**src/rtl/core/pbv_pkg.sv**
```systemverilog
// ----------------------------------------------------------------------------
// pbv_pkg
// Shared types and constants for the polygon bounding volume block: vertex
// store geometry, datapath widths, record kinds and sequencer states.
// ----------------------------------------------------------------------------
package pbv_pkg;

    // Vertex set size and coordinate width
    localparam int MAX_POINTS = 32;
    localparam int COORD_BITS = 16;

    // Derived widths
    localparam int CNT_W   = $clog2(MAX_POINTS + 1);
    localparam int IDX_W   = $clog2(MAX_POINTS);
    localparam int PT_W    = 2 * COORD_BITS;
    localparam int SUM_W   = COORD_BITS + IDX_W;
    localparam int DIFF_W  = COORD_BITS + 1;
    localparam int DIST_W  = 2 * DIFF_W;
    localparam int DCNT_W  = $clog2(SUM_W + 1);

    // Port widths of the item fields
    localparam int IN_W    = 16;
    localparam int VALX_W  = 17;
    localparam int VALY_W  = 16;

    // One stored vertex
    typedef struct packed {
        logic signed [COORD_BITS-1:0] x;
        logic signed [COORD_BITS-1:0] y;
    } point_t;

    // Result record kinds
    typedef enum logic [2:0] {
        KIND_POINT    = 3'd0,
        KIND_BOX_CTR  = 3'd1,
        KIND_BOX_HALF = 3'd2,
        KIND_CENTROID = 3'd3,
        KIND_CIRC_CTR = 3'd4,
        KIND_RADIUS   = 3'd5
    } kind_t;

    // Sequencer states
    typedef enum logic [3:0] {
        ST_LOAD,
        ST_RD_I,
        ST_IW,
        ST_RD_J,
        ST_JW,
        ST_MX,
        ST_MY,
        ST_CMP,
        ST_SW1,
        ST_SW2,
        ST_E_RD,
        ST_E_W,
        ST_SQI,
        ST_SQRT,
        ST_DIVX,
        ST_DIVY
    } state_t;

    // Record output runs as its own state after the dividers
    typedef enum logic {
        OUT_IDLE,
        OUT_REC
    } rec_state_t;

endpackage

```
**src/rtl/core/pbv_ram.sv**
```systemverilog
// ----------------------------------------------------------------------------
// pbv_ram
// Generic single-write, single-read synchronous RAM with registered read data.
// ----------------------------------------------------------------------------
module pbv_ram #(
    parameter int WIDTH = 32,
    parameter int DEPTH = 32
) (
    input  logic                     clk,
    input  logic                     we,
    input  logic [$clog2(DEPTH)-1:0] waddr,
    input  logic [WIDTH-1:0]         wdata,
    input  logic [$clog2(DEPTH)-1:0] raddr,
    output logic [WIDTH-1:0]         rdata
);

    logic [WIDTH-1:0] mem [DEPTH];

    // Write one entry, register the read word
    always_ff @(posedge clk)
    begin
        if (we)
        begin
            mem[waddr] <= wdata;
        end
        rdata <= mem[raddr];
    end

endmodule

```
**src/rtl/core/polygon_bounding_volumes.sv**
```systemverilog
// ----------------------------------------------------------------------------
// polygon_bounding_volumes
// Loads a vertex set, reorders it nearest-neighbour first in a vertex RAM,
// then emits the points and box, centroid and farthest-pair circle records.
// ----------------------------------------------------------------------------
//  channel  | handshake              | payload
//  ---------+------------------------+-----------------------------------------
//  vertex   | start in, busy out     | point_x, point_y, last_point
//  record   | result_strobe out      | record_kind, value_x, value_y, last_result
//
//  A vertex without the last mark is taken; busy stays low.
//  A last mark raises busy for the set: the n*(n-1) pair evaluations over
//  the single read port and one shared multiplier, row starts, swaps, point
//  emission, the square root, the two centroid divides and the records.
//  rst_n clears the control state; the vertex RAM needs no clearing.
//  Results cannot be held off by the receiver.
// ----------------------------------------------------------------------------
module polygon_bounding_volumes (
    input  logic                              clk,
    input  logic                              rst_n,
    input  logic                              start,
    output logic                              busy,
    input  logic signed [pbv_pkg::IN_W-1:0]   point_x,
    input  logic signed [pbv_pkg::IN_W-1:0]   point_y,
    input  logic                              last_point,
    output logic                              result_strobe,
    output logic [2:0]                        record_kind,
    output logic signed [pbv_pkg::VALX_W-1:0] value_x,
    output logic signed [pbv_pkg::VALY_W-1:0] value_y,
    output logic                              last_result
);

    localparam int CB  = pbv_pkg::COORD_BITS;
    localparam int CW  = pbv_pkg::CNT_W;
    localparam int IW  = pbv_pkg::IDX_W;
    localparam int SW  = pbv_pkg::SUM_W;
    localparam int DFW = pbv_pkg::DIFF_W;
    localparam int DW  = pbv_pkg::DIST_W;
    localparam int VXW = pbv_pkg::VALX_W;
    localparam int VYW = pbv_pkg::VALY_W;
    localparam int DCNT_W_L = pbv_pkg::DCNT_W;

    // Sequencer and counters
    pbv_pkg::state_t     state_reg, state_next;
    pbv_pkg::rec_state_t rst_reg, rst_next;
    pbv_pkg::kind_t      rec_reg, rec_next;
    logic [CW-1:0]       cnt_reg, cnt_next;
    logic [CW-1:0]       i_reg, i_next;
    logic [CW-1:0]       j_reg, j_next;
    logic                far_reg, far_next;

    // Load-time statistics
    logic signed [CB-1:0] min_x_reg, min_x_next, max_x_reg, max_x_next;
    logic signed [CB-1:0] min_y_reg, min_y_next, max_y_reg, max_y_next;
    logic signed [SW-1:0] sum_x_reg, sum_x_next, sum_y_reg, sum_y_next;

    // Pair evaluation datapath
    pbv_pkg::point_t       pi_reg, pi_next, pj_reg, pj_next;
    logic signed [DFW-1:0] dx_reg, dx_next, dy_reg, dy_next;
    logic [DW-1:0]         sqx_reg, sqx_next, sqy_reg, sqy_next;
    logic [DW-1:0]         bd_reg, bd_next;
    logic [CW-1:0]         best_reg, best_next;
    pbv_pkg::point_t       bp_reg, bp_next, first_reg, first_next;
    pbv_pkg::point_t       ca_reg, ca_next, cb_reg, cb_next;

    // Square root and divider
    logic [DW-1:0]        sq_v_reg, sq_v_next, sq_r_reg, sq_r_next;
    logic [DW-1:0]        sq_bit_reg, sq_bit_next;
    logic [SW-1:0]        div_a_reg, div_a_next;
    logic [CW-1:0]        div_rem_reg, div_rem_next;
    logic                 div_neg_reg, div_neg_next;
    logic [DCNT_W_L-1:0]  div_cnt_reg, div_cnt_next;
    logic signed [CB-1:0] cen_x_reg, cen_x_next, cen_y_reg, cen_y_next;

    // Output registers
    logic                  strobe_reg, strobe_next;
    logic [2:0]            kind_reg, kind_next;
    logic signed [VXW-1:0] vx_reg, vx_next;
    logic signed [VYW-1:0] vy_reg, vy_next;
    logic                  last_reg, last_next;

    // RAM port
    logic            ram_we;
    logic [IW-1:0]   ram_waddr, ram_raddr;
    pbv_pkg::point_t ram_wdata, rd_pt;
    logic [pbv_pkg::PT_W-1:0] ram_rdata;

    // Combinational helpers
    logic                  accept;
    logic signed [CB-1:0]  in_x, in_y;
    logic signed [DFW-1:0] mul_op;
    logic signed [DW-1:0]  prod;
    logic [DW-1:0]         pair_dist;
    logic                  first_pair;
    logic [CW:0]           rem_s;
    logic                  qbit;
    logic [DW-1:0]         sq_try;
    logic signed [VXW-1:0] hx_sum, hx_dif, cx_sum;
    logic signed [VXW-1:0] hy_sum, hy_dif, cy_sum;

    pbv_ram #(
        .WIDTH (pbv_pkg::PT_W),
        .DEPTH (pbv_pkg::MAX_POINTS)
    ) u_store (
        .clk   (clk),
        .we    (ram_we),
        .waddr (ram_waddr),
        .wdata (ram_wdata),
        .raddr (ram_raddr),
        .rdata (ram_rdata)
    );

    assign rd_pt  = pbv_pkg::point_t'(ram_rdata);
    assign accept = start && !busy;
    assign in_x   = $signed(point_x[CB-1:0]);
    assign in_y   = $signed(point_y[CB-1:0]);

    // Share one squarer between the two axis differences
    assign mul_op     = (state_reg == pbv_pkg::ST_MX) ? dx_reg : dy_reg;
    assign prod       = mul_op * mul_op;
    assign pair_dist  = sqx_reg + sqy_reg;
    assign first_pair = (j_reg == (i_reg + CW'(1)));

    // Divider and square root step terms
    assign rem_s  = {div_rem_reg, div_a_reg[SW-1]};
    assign qbit   = (rem_s >= {1'b0, cnt_reg});
    assign sq_try = sq_r_reg + sq_bit_reg;

    // Record arithmetic on widened sums
    assign hx_sum = VXW'(max_x_reg) + VXW'(min_x_reg);
    assign hx_dif = VXW'(max_x_reg) - VXW'(min_x_reg);
    assign hy_sum = VXW'(max_y_reg) + VXW'(min_y_reg);
    assign hy_dif = VXW'(max_y_reg) - VXW'(min_y_reg);
    assign cx_sum = VXW'(ca_reg.x) + VXW'(cb_reg.x);
    assign cy_sum = VXW'(ca_reg.y) + VXW'(cb_reg.y);

    assign busy          = (state_reg != pbv_pkg::ST_LOAD) || (rst_reg != pbv_pkg::OUT_IDLE);
    assign result_strobe = strobe_reg;
    assign record_kind   = kind_reg;
    assign value_x       = vx_reg;
    assign value_y       = vy_reg;
    assign last_result   = last_reg;

    // Control registers
    always_ff @(posedge clk or negedge rst_n)
    begin
        if (!rst_n)
        begin
            state_reg  <= pbv_pkg::ST_LOAD;
            rst_reg    <= pbv_pkg::OUT_IDLE;
            rec_reg    <= pbv_pkg::KIND_BOX_CTR;
            cnt_reg    <= '0;
            i_reg      <= '0;
            j_reg      <= '0;
            far_reg    <= 1'b0;
            min_x_reg  <= '0;
            max_x_reg  <= '0;
            min_y_reg  <= '0;
            max_y_reg  <= '0;
            sum_x_reg  <= '0;
            sum_y_reg  <= '0;
            bd_reg     <= '0;
            best_reg   <= '0;
            div_cnt_reg <= '0;
            strobe_reg <= 1'b0;
        end
        else
        begin
            state_reg  <= state_next;
            rst_reg    <= rst_next;
            rec_reg    <= rec_next;
            cnt_reg    <= cnt_next;
            i_reg      <= i_next;
            j_reg      <= j_next;
            far_reg    <= far_next;
            min_x_reg  <= min_x_next;
            max_x_reg  <= max_x_next;
            min_y_reg  <= min_y_next;
            max_y_reg  <= max_y_next;
            sum_x_reg  <= sum_x_next;
            sum_y_reg  <= sum_y_next;
            bd_reg     <= bd_next;
            best_reg   <= best_next;
            div_cnt_reg <= div_cnt_next;
            strobe_reg <= strobe_next;
        end
    end

    // Payload registers
    always_ff @(posedge clk)
    begin
        pi_reg      <= pi_next;
        pj_reg      <= pj_next;
        dx_reg      <= dx_next;
        dy_reg      <= dy_next;
        sqx_reg     <= sqx_next;
        sqy_reg     <= sqy_next;
        bp_reg      <= bp_next;
        first_reg   <= first_next;
        ca_reg      <= ca_next;
        cb_reg      <= cb_next;
        sq_v_reg    <= sq_v_next;
        sq_r_reg    <= sq_r_next;
        sq_bit_reg  <= sq_bit_next;
        div_a_reg   <= div_a_next;
        div_rem_reg <= div_rem_next;
        div_neg_reg <= div_neg_next;
        cen_x_reg   <= cen_x_next;
        cen_y_reg   <= cen_y_next;
        kind_reg    <= kind_next;
        vx_reg      <= vx_next;
        vy_reg      <= vy_next;
        last_reg    <= last_next;
    end

    // Next state and datapath
    always_comb
    begin
        state_next   = state_reg;
        rst_next     = rst_reg;
        rec_next     = rec_reg;
        cnt_next     = cnt_reg;
        i_next       = i_reg;
        j_next       = j_reg;
        far_next     = far_reg;
        min_x_next   = min_x_reg;
        max_x_next   = max_x_reg;
        min_y_next   = min_y_reg;
        max_y_next   = max_y_reg;
        sum_x_next   = sum_x_reg;
        sum_y_next   = sum_y_reg;
        pi_next      = pi_reg;
        pj_next      = pj_reg;
        dx_next      = dx_reg;
        dy_next      = dy_reg;
        sqx_next     = sqx_reg;
        sqy_next     = sqy_reg;
        bd_next      = bd_reg;
        best_next    = best_reg;
        bp_next      = bp_reg;
        first_next   = first_reg;
        ca_next      = ca_reg;
        cb_next      = cb_reg;
        sq_v_next    = sq_v_reg;
        sq_r_next    = sq_r_reg;
        sq_bit_next  = sq_bit_reg;
        div_a_next   = div_a_reg;
        div_rem_next = div_rem_reg;
        div_neg_next = div_neg_reg;
        div_cnt_next = div_cnt_reg;
        cen_x_next   = cen_x_reg;
        cen_y_next   = cen_y_reg;
        strobe_next  = 1'b0;
        kind_next    = kind_reg;
        vx_next      = vx_reg;
        vy_next      = vy_reg;
        last_next    = 1'b0;
        ram_we       = 1'b0;
        ram_waddr    = cnt_reg[IW-1:0];
        ram_wdata    = '{x: in_x, y: in_y};
        ram_raddr    = i_reg[IW-1:0];

        unique case (state_reg)
            pbv_pkg::ST_LOAD:
            begin
                // Store the vertex and fold it into box and sums
                if (accept && (rst_reg == pbv_pkg::OUT_IDLE))
                begin
                    if (cnt_reg < CW'(pbv_pkg::MAX_POINTS))
                    begin
                        ram_we     = 1'b1;
                        sum_x_next = sum_x_reg + SW'(in_x);
                        sum_y_next = sum_y_reg + SW'(in_y);
                        cnt_next   = cnt_reg + CW'(1);
                        if (cnt_reg == '0)
                        begin
                            min_x_next = in_x;
                            max_x_next = in_x;
                            min_y_next = in_y;
                            max_y_next = in_y;
                        end
                        else
                        begin
                            if (in_x < min_x_reg) min_x_next = in_x;
                            if (in_x > max_x_reg) max_x_next = in_x;
                            if (in_y < min_y_reg) min_y_next = in_y;
                            if (in_y > max_y_reg) max_y_next = in_y;
                        end
                    end
                    if (last_point)
                    begin
                        i_next   = '0;
                        far_next = 1'b0;
                        if (cnt_next >= CW'(2))
                            state_next = pbv_pkg::ST_RD_I;
                        else
                            state_next = pbv_pkg::ST_E_RD;
                    end
                end
            end

            pbv_pkg::ST_RD_I:
            begin
                state_next = pbv_pkg::ST_IW;
            end

            pbv_pkg::ST_IW:
            begin
                pi_next    = rd_pt;
                j_next     = i_reg + CW'(1);
                state_next = pbv_pkg::ST_RD_J;
            end

            pbv_pkg::ST_RD_J:
            begin
                ram_raddr  = j_reg[IW-1:0];
                state_next = pbv_pkg::ST_JW;
            end

            pbv_pkg::ST_JW:
            begin
                pj_next    = rd_pt;
                dx_next    = DFW'(pi_reg.x) - DFW'(rd_pt.x);
                dy_next    = DFW'(pi_reg.y) - DFW'(rd_pt.y);
                state_next = pbv_pkg::ST_MX;
            end

            pbv_pkg::ST_MX:
            begin
                sqx_next   = $unsigned(prod);
                state_next = pbv_pkg::ST_MY;
            end

            pbv_pkg::ST_MY:
            begin
                sqy_next   = $unsigned(prod);
                state_next = pbv_pkg::ST_CMP;
            end

            pbv_pkg::ST_CMP:
            begin
                if (!far_reg)
                begin
                    // Nearest later point, first minimum wins
                    if (first_pair || (pair_dist < bd_reg))
                    begin
                        bd_next   = pair_dist;
                        best_next = j_reg;
                        bp_next   = pj_reg;
                    end
                    if (first_pair)
                        first_next = pj_reg;
                    if ((j_reg + CW'(1)) < cnt_reg)
                    begin
                        j_next     = j_reg + CW'(1);
                        state_next = pbv_pkg::ST_RD_J;
                    end
                    else
                        state_next = pbv_pkg::ST_SW1;
                end
                else
                begin
                    // Farthest pair, first strictly greatest wins
                    if (pair_dist > bd_reg)
                    begin
                        bd_next = pair_dist;
                        ca_next = pi_reg;
                        cb_next = pj_reg;
                    end
                    if ((j_reg + CW'(1)) < cnt_reg)
                    begin
                        j_next     = j_reg + CW'(1);
                        state_next = pbv_pkg::ST_RD_J;
                    end
                    else if ((i_reg + CW'(2)) < cnt_reg)
                    begin
                        i_next     = i_reg + CW'(1);
                        state_next = pbv_pkg::ST_RD_I;
                    end
                    else
                        state_next = pbv_pkg::ST_SQI;
                end
            end

            pbv_pkg::ST_SW1:
            begin
                // Move the nearest point into the next slot
                ram_we     = 1'b1;
                ram_waddr  = IW'(i_reg + CW'(1));
                ram_wdata  = bp_reg;
                state_next = pbv_pkg::ST_SW2;
            end

            pbv_pkg::ST_SW2:
            begin
                // Put the displaced point where the nearest one was
                ram_we    = 1'b1;
                ram_waddr = best_reg[IW-1:0];
                ram_wdata = first_reg;
                pi_next   = bp_reg;
                if ((i_reg + CW'(2)) < cnt_reg)
                begin
                    i_next     = i_reg + CW'(1);
                    j_next     = i_reg + CW'(2);
                    state_next = pbv_pkg::ST_RD_J;
                end
                else
                begin
                    i_next     = '0;
                    state_next = pbv_pkg::ST_E_RD;
                end
            end

            pbv_pkg::ST_E_RD:
            begin
                state_next = pbv_pkg::ST_E_W;
            end

            pbv_pkg::ST_E_W:
            begin
                // Emit one reordered point
                strobe_next = 1'b1;
                kind_next   = pbv_pkg::KIND_POINT;
                vx_next     = VXW'(rd_pt.x);
                vy_next     = VYW'(rd_pt.y);
                if ((i_reg + CW'(1)) < cnt_reg)
                begin
                    i_next     = i_reg + CW'(1);
                    state_next = pbv_pkg::ST_E_RD;
                end
                else
                begin
                    i_next   = '0;
                    far_next = 1'b1;
                    bd_next  = '0;
                    ca_next  = '0;
                    cb_next  = '0;
                    if (cnt_reg >= CW'(2))
                        state_next = pbv_pkg::ST_RD_I;
                    else
                        state_next = pbv_pkg::ST_SQI;
                end
            end

            pbv_pkg::ST_SQI:
            begin
                sq_v_next   = bd_reg;
                sq_r_next   = '0;
                sq_bit_next = DW'(1) << (DW - 2);
                state_next  = pbv_pkg::ST_SQRT;
            end

            pbv_pkg::ST_SQRT:
            begin
                // One root bit per cycle
                if (sq_bit_reg == '0)
                begin
                    div_a_next   = sum_x_reg[SW-1] ? SW'(-sum_x_reg) : sum_x_reg;
                    div_neg_next = sum_x_reg[SW-1];
                    div_rem_next = '0;
                    div_cnt_next = '0;
                    state_next   = pbv_pkg::ST_DIVX;
                end
                else
                begin
                    if (sq_v_reg >= sq_try)
                    begin
                        sq_v_next = sq_v_reg - sq_try;
                        sq_r_next = (sq_r_reg >> 1) + sq_bit_reg;
                    end
                    else
                        sq_r_next = sq_r_reg >> 1;
                    sq_bit_next = sq_bit_reg >> 2;
                end
            end

            pbv_pkg::ST_DIVX,
            pbv_pkg::ST_DIVY:
            begin
                // Restoring divide of the sum magnitude by the count
                if (div_cnt_reg == DCNT_W_L'(SW))
                begin
                    if (state_reg == pbv_pkg::ST_DIVX)
                    begin
                        cen_x_next   = CB'(div_neg_reg ? SW'(-div_a_reg) : div_a_reg);
                        div_a_next   = sum_y_reg[SW-1] ? SW'(-sum_y_reg) : sum_y_reg;
                        div_neg_next = sum_y_reg[SW-1];
                        div_rem_next = '0;
                        div_cnt_next = '0;
                        state_next   = pbv_pkg::ST_DIVY;
                    end
                    else
                    begin
                        cen_y_next = CB'(div_neg_reg ? SW'(-div_a_reg) : div_a_reg);
                        rec_next   = pbv_pkg::KIND_BOX_CTR;
                        rst_next   = pbv_pkg::OUT_REC;
                        state_next = pbv_pkg::ST_LOAD;
                    end
                end
                else
                begin
                    div_rem_next = qbit ? CW'(rem_s - {1'b0, cnt_reg}) : CW'(rem_s);
                    div_a_next   = {div_a_reg[SW-2:0], qbit};
                    div_cnt_next = div_cnt_reg + DCNT_W_L'(1);
                end
            end

            default:
            begin
                state_next = pbv_pkg::ST_LOAD;
            end
        endcase

        // Summary records, one per cycle, then drop the set
        if (rst_reg == pbv_pkg::OUT_REC)
        begin
            strobe_next = 1'b1;
            kind_next   = rec_reg;
            rec_next    = pbv_pkg::kind_t'(rec_reg + 3'd1);
            unique case (rec_reg)
                pbv_pkg::KIND_BOX_CTR:
                begin
                    vx_next = hx_sum >>> 1;
                    vy_next = VYW'(hy_sum >>> 1);
                end
                pbv_pkg::KIND_BOX_HALF:
                begin
                    vx_next = hx_dif >>> 1;
                    vy_next = VYW'(hy_dif >>> 1);
                end
                pbv_pkg::KIND_CENTROID:
                begin
                    vx_next = VXW'(cen_x_reg);
                    vy_next = VYW'(cen_y_reg);
                end
                pbv_pkg::KIND_CIRC_CTR:
                begin
                    vx_next = cx_sum >>> 1;
                    vy_next = VYW'(cy_sum >>> 1);
                end
                default:
                begin
                    vx_next    = $signed(VXW'(sq_r_reg >> 1));
                    vy_next    = '0;
                    last_next  = 1'b1;
                    rst_next   = pbv_pkg::OUT_IDLE;
                    cnt_next   = '0;
                    sum_x_next = '0;
                    sum_y_next = '0;
                    min_x_next = '0;
                    max_x_next = '0;
                    min_y_next = '0;
                    max_y_next = '0;
                end
            endcase
        end
    end

    // The run ends on the radius record only
    a_last_is_radius: assert property (@(posedge clk) disable iff (!rst_n)
        (result_strobe && last_result) |-> (record_kind == pbv_pkg::KIND_RADIUS))
        else $error("last result on a non-radius record");

    // The set never grows past the store
    a_count_bound: assert property (@(posedge clk) disable iff (!rst_n)
        cnt_reg <= CW'(pbv_pkg::MAX_POINTS))
        else $error("vertex count past store depth");

    // While loading, the store is written only for an accepted vertex
    a_load_write: assert property (@(posedge clk) disable iff (!rst_n)
        (state_reg == pbv_pkg::ST_LOAD && ram_we) |-> accept)
        else $error("store write without an accepted item");

    // No result leaves while the block sits idle
    a_idle_quiet: assert property (@(posedge clk) disable iff (!rst_n)
        (!busy && !$past(busy)) |-> !result_strobe)
        else $error("result strobe while idle");

endmodule
```
**config.mk**
```make
export PLATFORM = sky130hd
export DESIGN_NAME = polygon_bounding_volumes
export DESIGN_NICKNAME = d
export VERILOG_FILES = /design/src/rtl/core/pbv_pkg.sv /design/src/rtl/core/pbv_ram.sv /design/src/rtl/core/polygon_bounding_volumes.sv
export SDC_FILE = /design/constraint.sdc
export NUM_CORES = 2
export LEC_CHECK = 0
export BUFFER_PORTS_ARGS = -buffer_cell sky130_fd_sc_hd__buf_2
export CAP_MARGIN = 25
export CORE_UTILIZATION = 35
export CTS_BUF_LIST = sky130_fd_sc_hd__clkbuf_16
export DETAILED_ROUTE_END_ITERATION = 6
export PLACE_DENSITY = 0.55
export SLEW_MARGIN = 30
export SYNTH_ARGS = -nofsm -noshare
export SYNTH_HDL_FRONTEND = slang
export SYNTH_SLANG_ARGS = --single-unit
export TNS_END_PERCENT = 30
```
**constraint.sdc**
```tcl
create_clock -name clk -period 23.2 [get_ports clk]
set_clock_uncertainty 0.15 [all_clocks]
set_input_delay 3.48 -clock clk [delete_from_list [all_inputs] [get_ports clk]]
set_output_delay 3.48 -clock clk [all_outputs]
set_load 0.01 [all_outputs]
```
==> summary.md <==
| Metric | Value |
|---|---|
| Root Buffer | clkbuf_16 |
| Routed WL | 260000 um |
| Final period util | 0.395 |
| Final WS setup | 14.03 ns |
| Syn avg cell area | 12.8 um^2 |
| Initial antenna violation count | 12 |
| H-tree Lvls | 4 |
| Biggest register | u_store.mem |
| Ys Warns | 0 |
| CP Launch Type | flop |
| CTS Hold Bufs | 0 |
| Routed via count | 57800 |
| Synth Register Bits | 1708 |
| Pre-antenna DRT Iters | 6 |
| Cells after Synth | 7086 |
| Final Wtd Congestion | 0.886 |
| CP endpoint kind | flop |
| FF-to-FF path depth | 28 |
| Highest Clock Rate | 109 MHz |
| RSZ-0062 raised after global routing | false |
| Status | finished, final reports clean |
| Worst hold path stage count | 0 |
| Multi-input combinational cell area | 0.0379 mm^2 |
| Asr flop ratio synth | 0.104 |
| Core ar. | 0.257 mm^2 |
| # IOs | 75 |
| Pin count of the biggest net entering global routing | 96 |
| Setup Crit Path Kind | reg2reg |
| Largest register FFs | 1024 |
| Post-route DRC | 0 |
| Crit-path max cell delay | 0.71 ns |
| Final Setup Violations | 0 |
| Die width | 511 um |
| Synth Net Count | 7870 |
| Hold slack | 0.320 ns |
| Share of layout cells above drive strength 1 | 0.113 |
| Origin of the worst min-delay path | pj_reg[20] |
| Clk slew on worst S/H paths | 0.06 ns |
| Unique masters post-synth | 97 |
| Iter 0 DRT Violations | 5571 |
| Final Hold Fails | 0 |
| Hold crit path type | reg2reg |
| Number of buffers created by CTS | 177 |
| Per-cell routed wire length | 24.2 um |
| Number of routed nets with antenna violations | 0 |
| Vias in the first global route | 57800 |
| Worst skew pair latency | 0.85 ns |
| DIE AREA | 0.262 mm^2 |
| Gr usage total | 0.196 |
| Area grow syn2layout | 11.8% |
| Worst slew pin tran | 1.10 ns |
| Syn Std Cell Area | 0.0908 mm^2 |
| Die Height | 511 um |
| Fin. max-slew vios | 0 |
| EDFF count, synth | 1497 |
| Total area of sequential cells | 0.0501 mm^2 |
| First-pass GRT wire length | 383000 um |
| Port Buffers | 74 |
| Worst R2R Start | state_reg[1] |
| RR Endpoint | sqx_reg[33] |
| Post-CTS Resized | 0 |
| Crit-path slowest cell | mux2i_1 |
| Main flop type after synthesis | edfxtp_1 |
| WP data arrival | 9.57 ns |
| Max Cap Violations | 0 |
| Worst slew margin | 0.266 |
| Final nets | 7968 |
| Congestion Overflow GR | 0 |
| # rows | 186 |
| Min Tclk post-route | 9.17 ns |
| Setup TNS Final | 0 ns |
| Max Fanout on Critical Path | 51 |
| CTS tree | built |
| Worst path required time | 23.60 ns |
| Deepest clock path buffer count | 3 |
| Initial Util | 0.353 |
| Vias per std cell | 5.38 |
| Hold endpoint | bp_reg[20] |
| Reg2Reg Setup Slack | 14.03 ns |
| Post-synthesis sequential area ratio | 0.551 |
| Final HPWL DP | 170000 um |
| Clk sinks | 1708 |
| Filler Cell Count | 24200 |
| Pre-CTS setup slack | 14.13 ns |
| Postcts setup bufs | 0 |
==> stage by stage <==
| step | instances | area (um^2) | utilization |
|---|---|---|---|
| after floorplan | 7086 | 90800 | - |
| after global placement | 10400 | 95600 | 0.372 |
| after detailed placement | 10400 | 95700 | 0.372 |
| after CTS | 10700 | 101000 | 0.394 |
| after global routing | 10700 | 102000 | 0.395 |
| final | 10700 | 102000 | 0.395 |
==> cell families (layout without fill, tap and decap cells) <==
kind of cell             after synthesis  count (layout)  synth area share
buffers and inverters                874            1126            0.0367
other                                  0              15                 0
XOR/XNOR                             336             336            0.0324
AND/OR/NAND/NOR                     1867            1867            0.0935
AO/OA/AOI/OAI                       1228            1228            0.0892
multiplexers                         325             325            0.0713
flip-flops                          1708            1708             0.551
adder cells (fa/ha/maj)              748             748             0.126
==> worst max-delay path by stage <==
stage,from,end,slack [ns],depth (start not counted)
global route,state_reg[1],sqx_reg[33],13.55,28
finish,state_reg[1],sqx_reg[33],14.03,28
floorplan,state_reg[3],sqx_reg[33],15.02,28
detailed placement,state_reg[1],sqx_reg[33],14.13,28
global placement,state_reg[1],sqx_reg[33],14.15,28
CTS,state_reg[1],sqx_reg[33],14.09,28
==> final cells by class <==
type                            instances  area share
Antenna cell                           15    0.000370
Clock buffer                          181      0.0446
Clock inverter                        152      0.0124
Inverter                              606      0.0224
Multi-Input combinational cell       4504       0.373
Sequential cell                      1708       0.493
Tap cell                             3384      0.0417
Timing Repair Buffer                  187      0.0124
==> cell usage after synthesis (14+ instances only) <==
library cell / number / share of area
o21ai_0: 224 / 0.012
o21a_1: 47 / 0.0039
mux2i_1: 51 / 0.0056
o41ai_1: 14 / 0.0013
dfxtp_1: 33 / 0.0073
nor2_1: 421 / 0.017
nand3_1: 258 / 0.014
mux2_2: 18 / 0.0022
nand2b_1: 53 / 0.0036
nor4_1: 16 / 0.0011
a221oi_1: 24 / 0.0023
xor2_1: 130 / 0.013
nor3_1: 73 / 0.0040
o31ai_1: 54 / 0.0045
a31oi_1: 47 / 0.0032
a21oi_1: 299 / 0.016
and2_1: 99 / 0.0068
nor2b_1: 54 / 0.0037
a211oi_1: 62 / 0.0051
inv_1: 596 / 0.025
nand4_1: 42 / 0.0029
or3_1: 35 / 0.0024
mux4_2: 256 / 0.063
o211ai_1: 21 / 0.0017
and3_1: 26 / 0.0018
fa_1: 275 / 0.061
a22o_1: 37 / 0.0036
o21bai_1: 36 / 0.0030
a21o_1: 100 / 0.0083
edfxtp_1: 1497 / 0.49
a31o_2: 18 / 0.0017
clkbuf_1: 195 / 0.0081
nand2_1: 729 / 0.030
a222oi_1: 41 / 0.0045
xnor2_1: 206 / 0.020
ha_1: 473 / 0.065
dfrtp_1: 177 / 0.049
buf_1: 34 / 0.0014
buf_2: 37 / 0.0020
o21ai_1: 74 / 0.0041
==> cells in the final DEF (no fill, tap or decap), drive strengths merged, types with 62 or more instances in the layout <==
cell type / synthesis / layout
xnor2: 206 / 206
buf: 73 / 185
dfrtp: 177 / 177
inv: 601 / 644
o21ai: 298 / 298
nand3: 258 / 258
and2: 99 / 99
clkbuf: 195 / 183
a211oi: 62 / 62
mux4: 256 / 256
a21o: 101 / 101
ha: 473 / 473
nand2: 731 / 731
fa: 275 / 275
a21oi: 301 / 301
nor3: 74 / 74
edfxtp: 1497 / 1497
xor2: 130 / 130
nor2: 424 / 424
clkinv: 5 / 94
==> metal layers <==
metal,vias up,global-route usage,share of wire
li1,26200,-,-
met2,1676,0.321,0.48
met3,331,0.0274,0.057
met4,4,0.0560,0.026
met1,29600,0.269,0.44
met5,-,0,0.000081
==> critical path: cells and delay by family, from the launching register on <==
family / cells / cell delay (ns)
fa+ha+maj: 7 / 3.22
buf+inv: 7 / 1.30
simple gates: 5 / 0.97
compound gates: 7 / 1.76
flops: 1 / 0.66
xor+xnor: 1 / 0.10
mux: 1 / 0.71
Power is not shown: default switching activity piles up to over one toggle a cycle in this logic, so the estimate is an artifact.
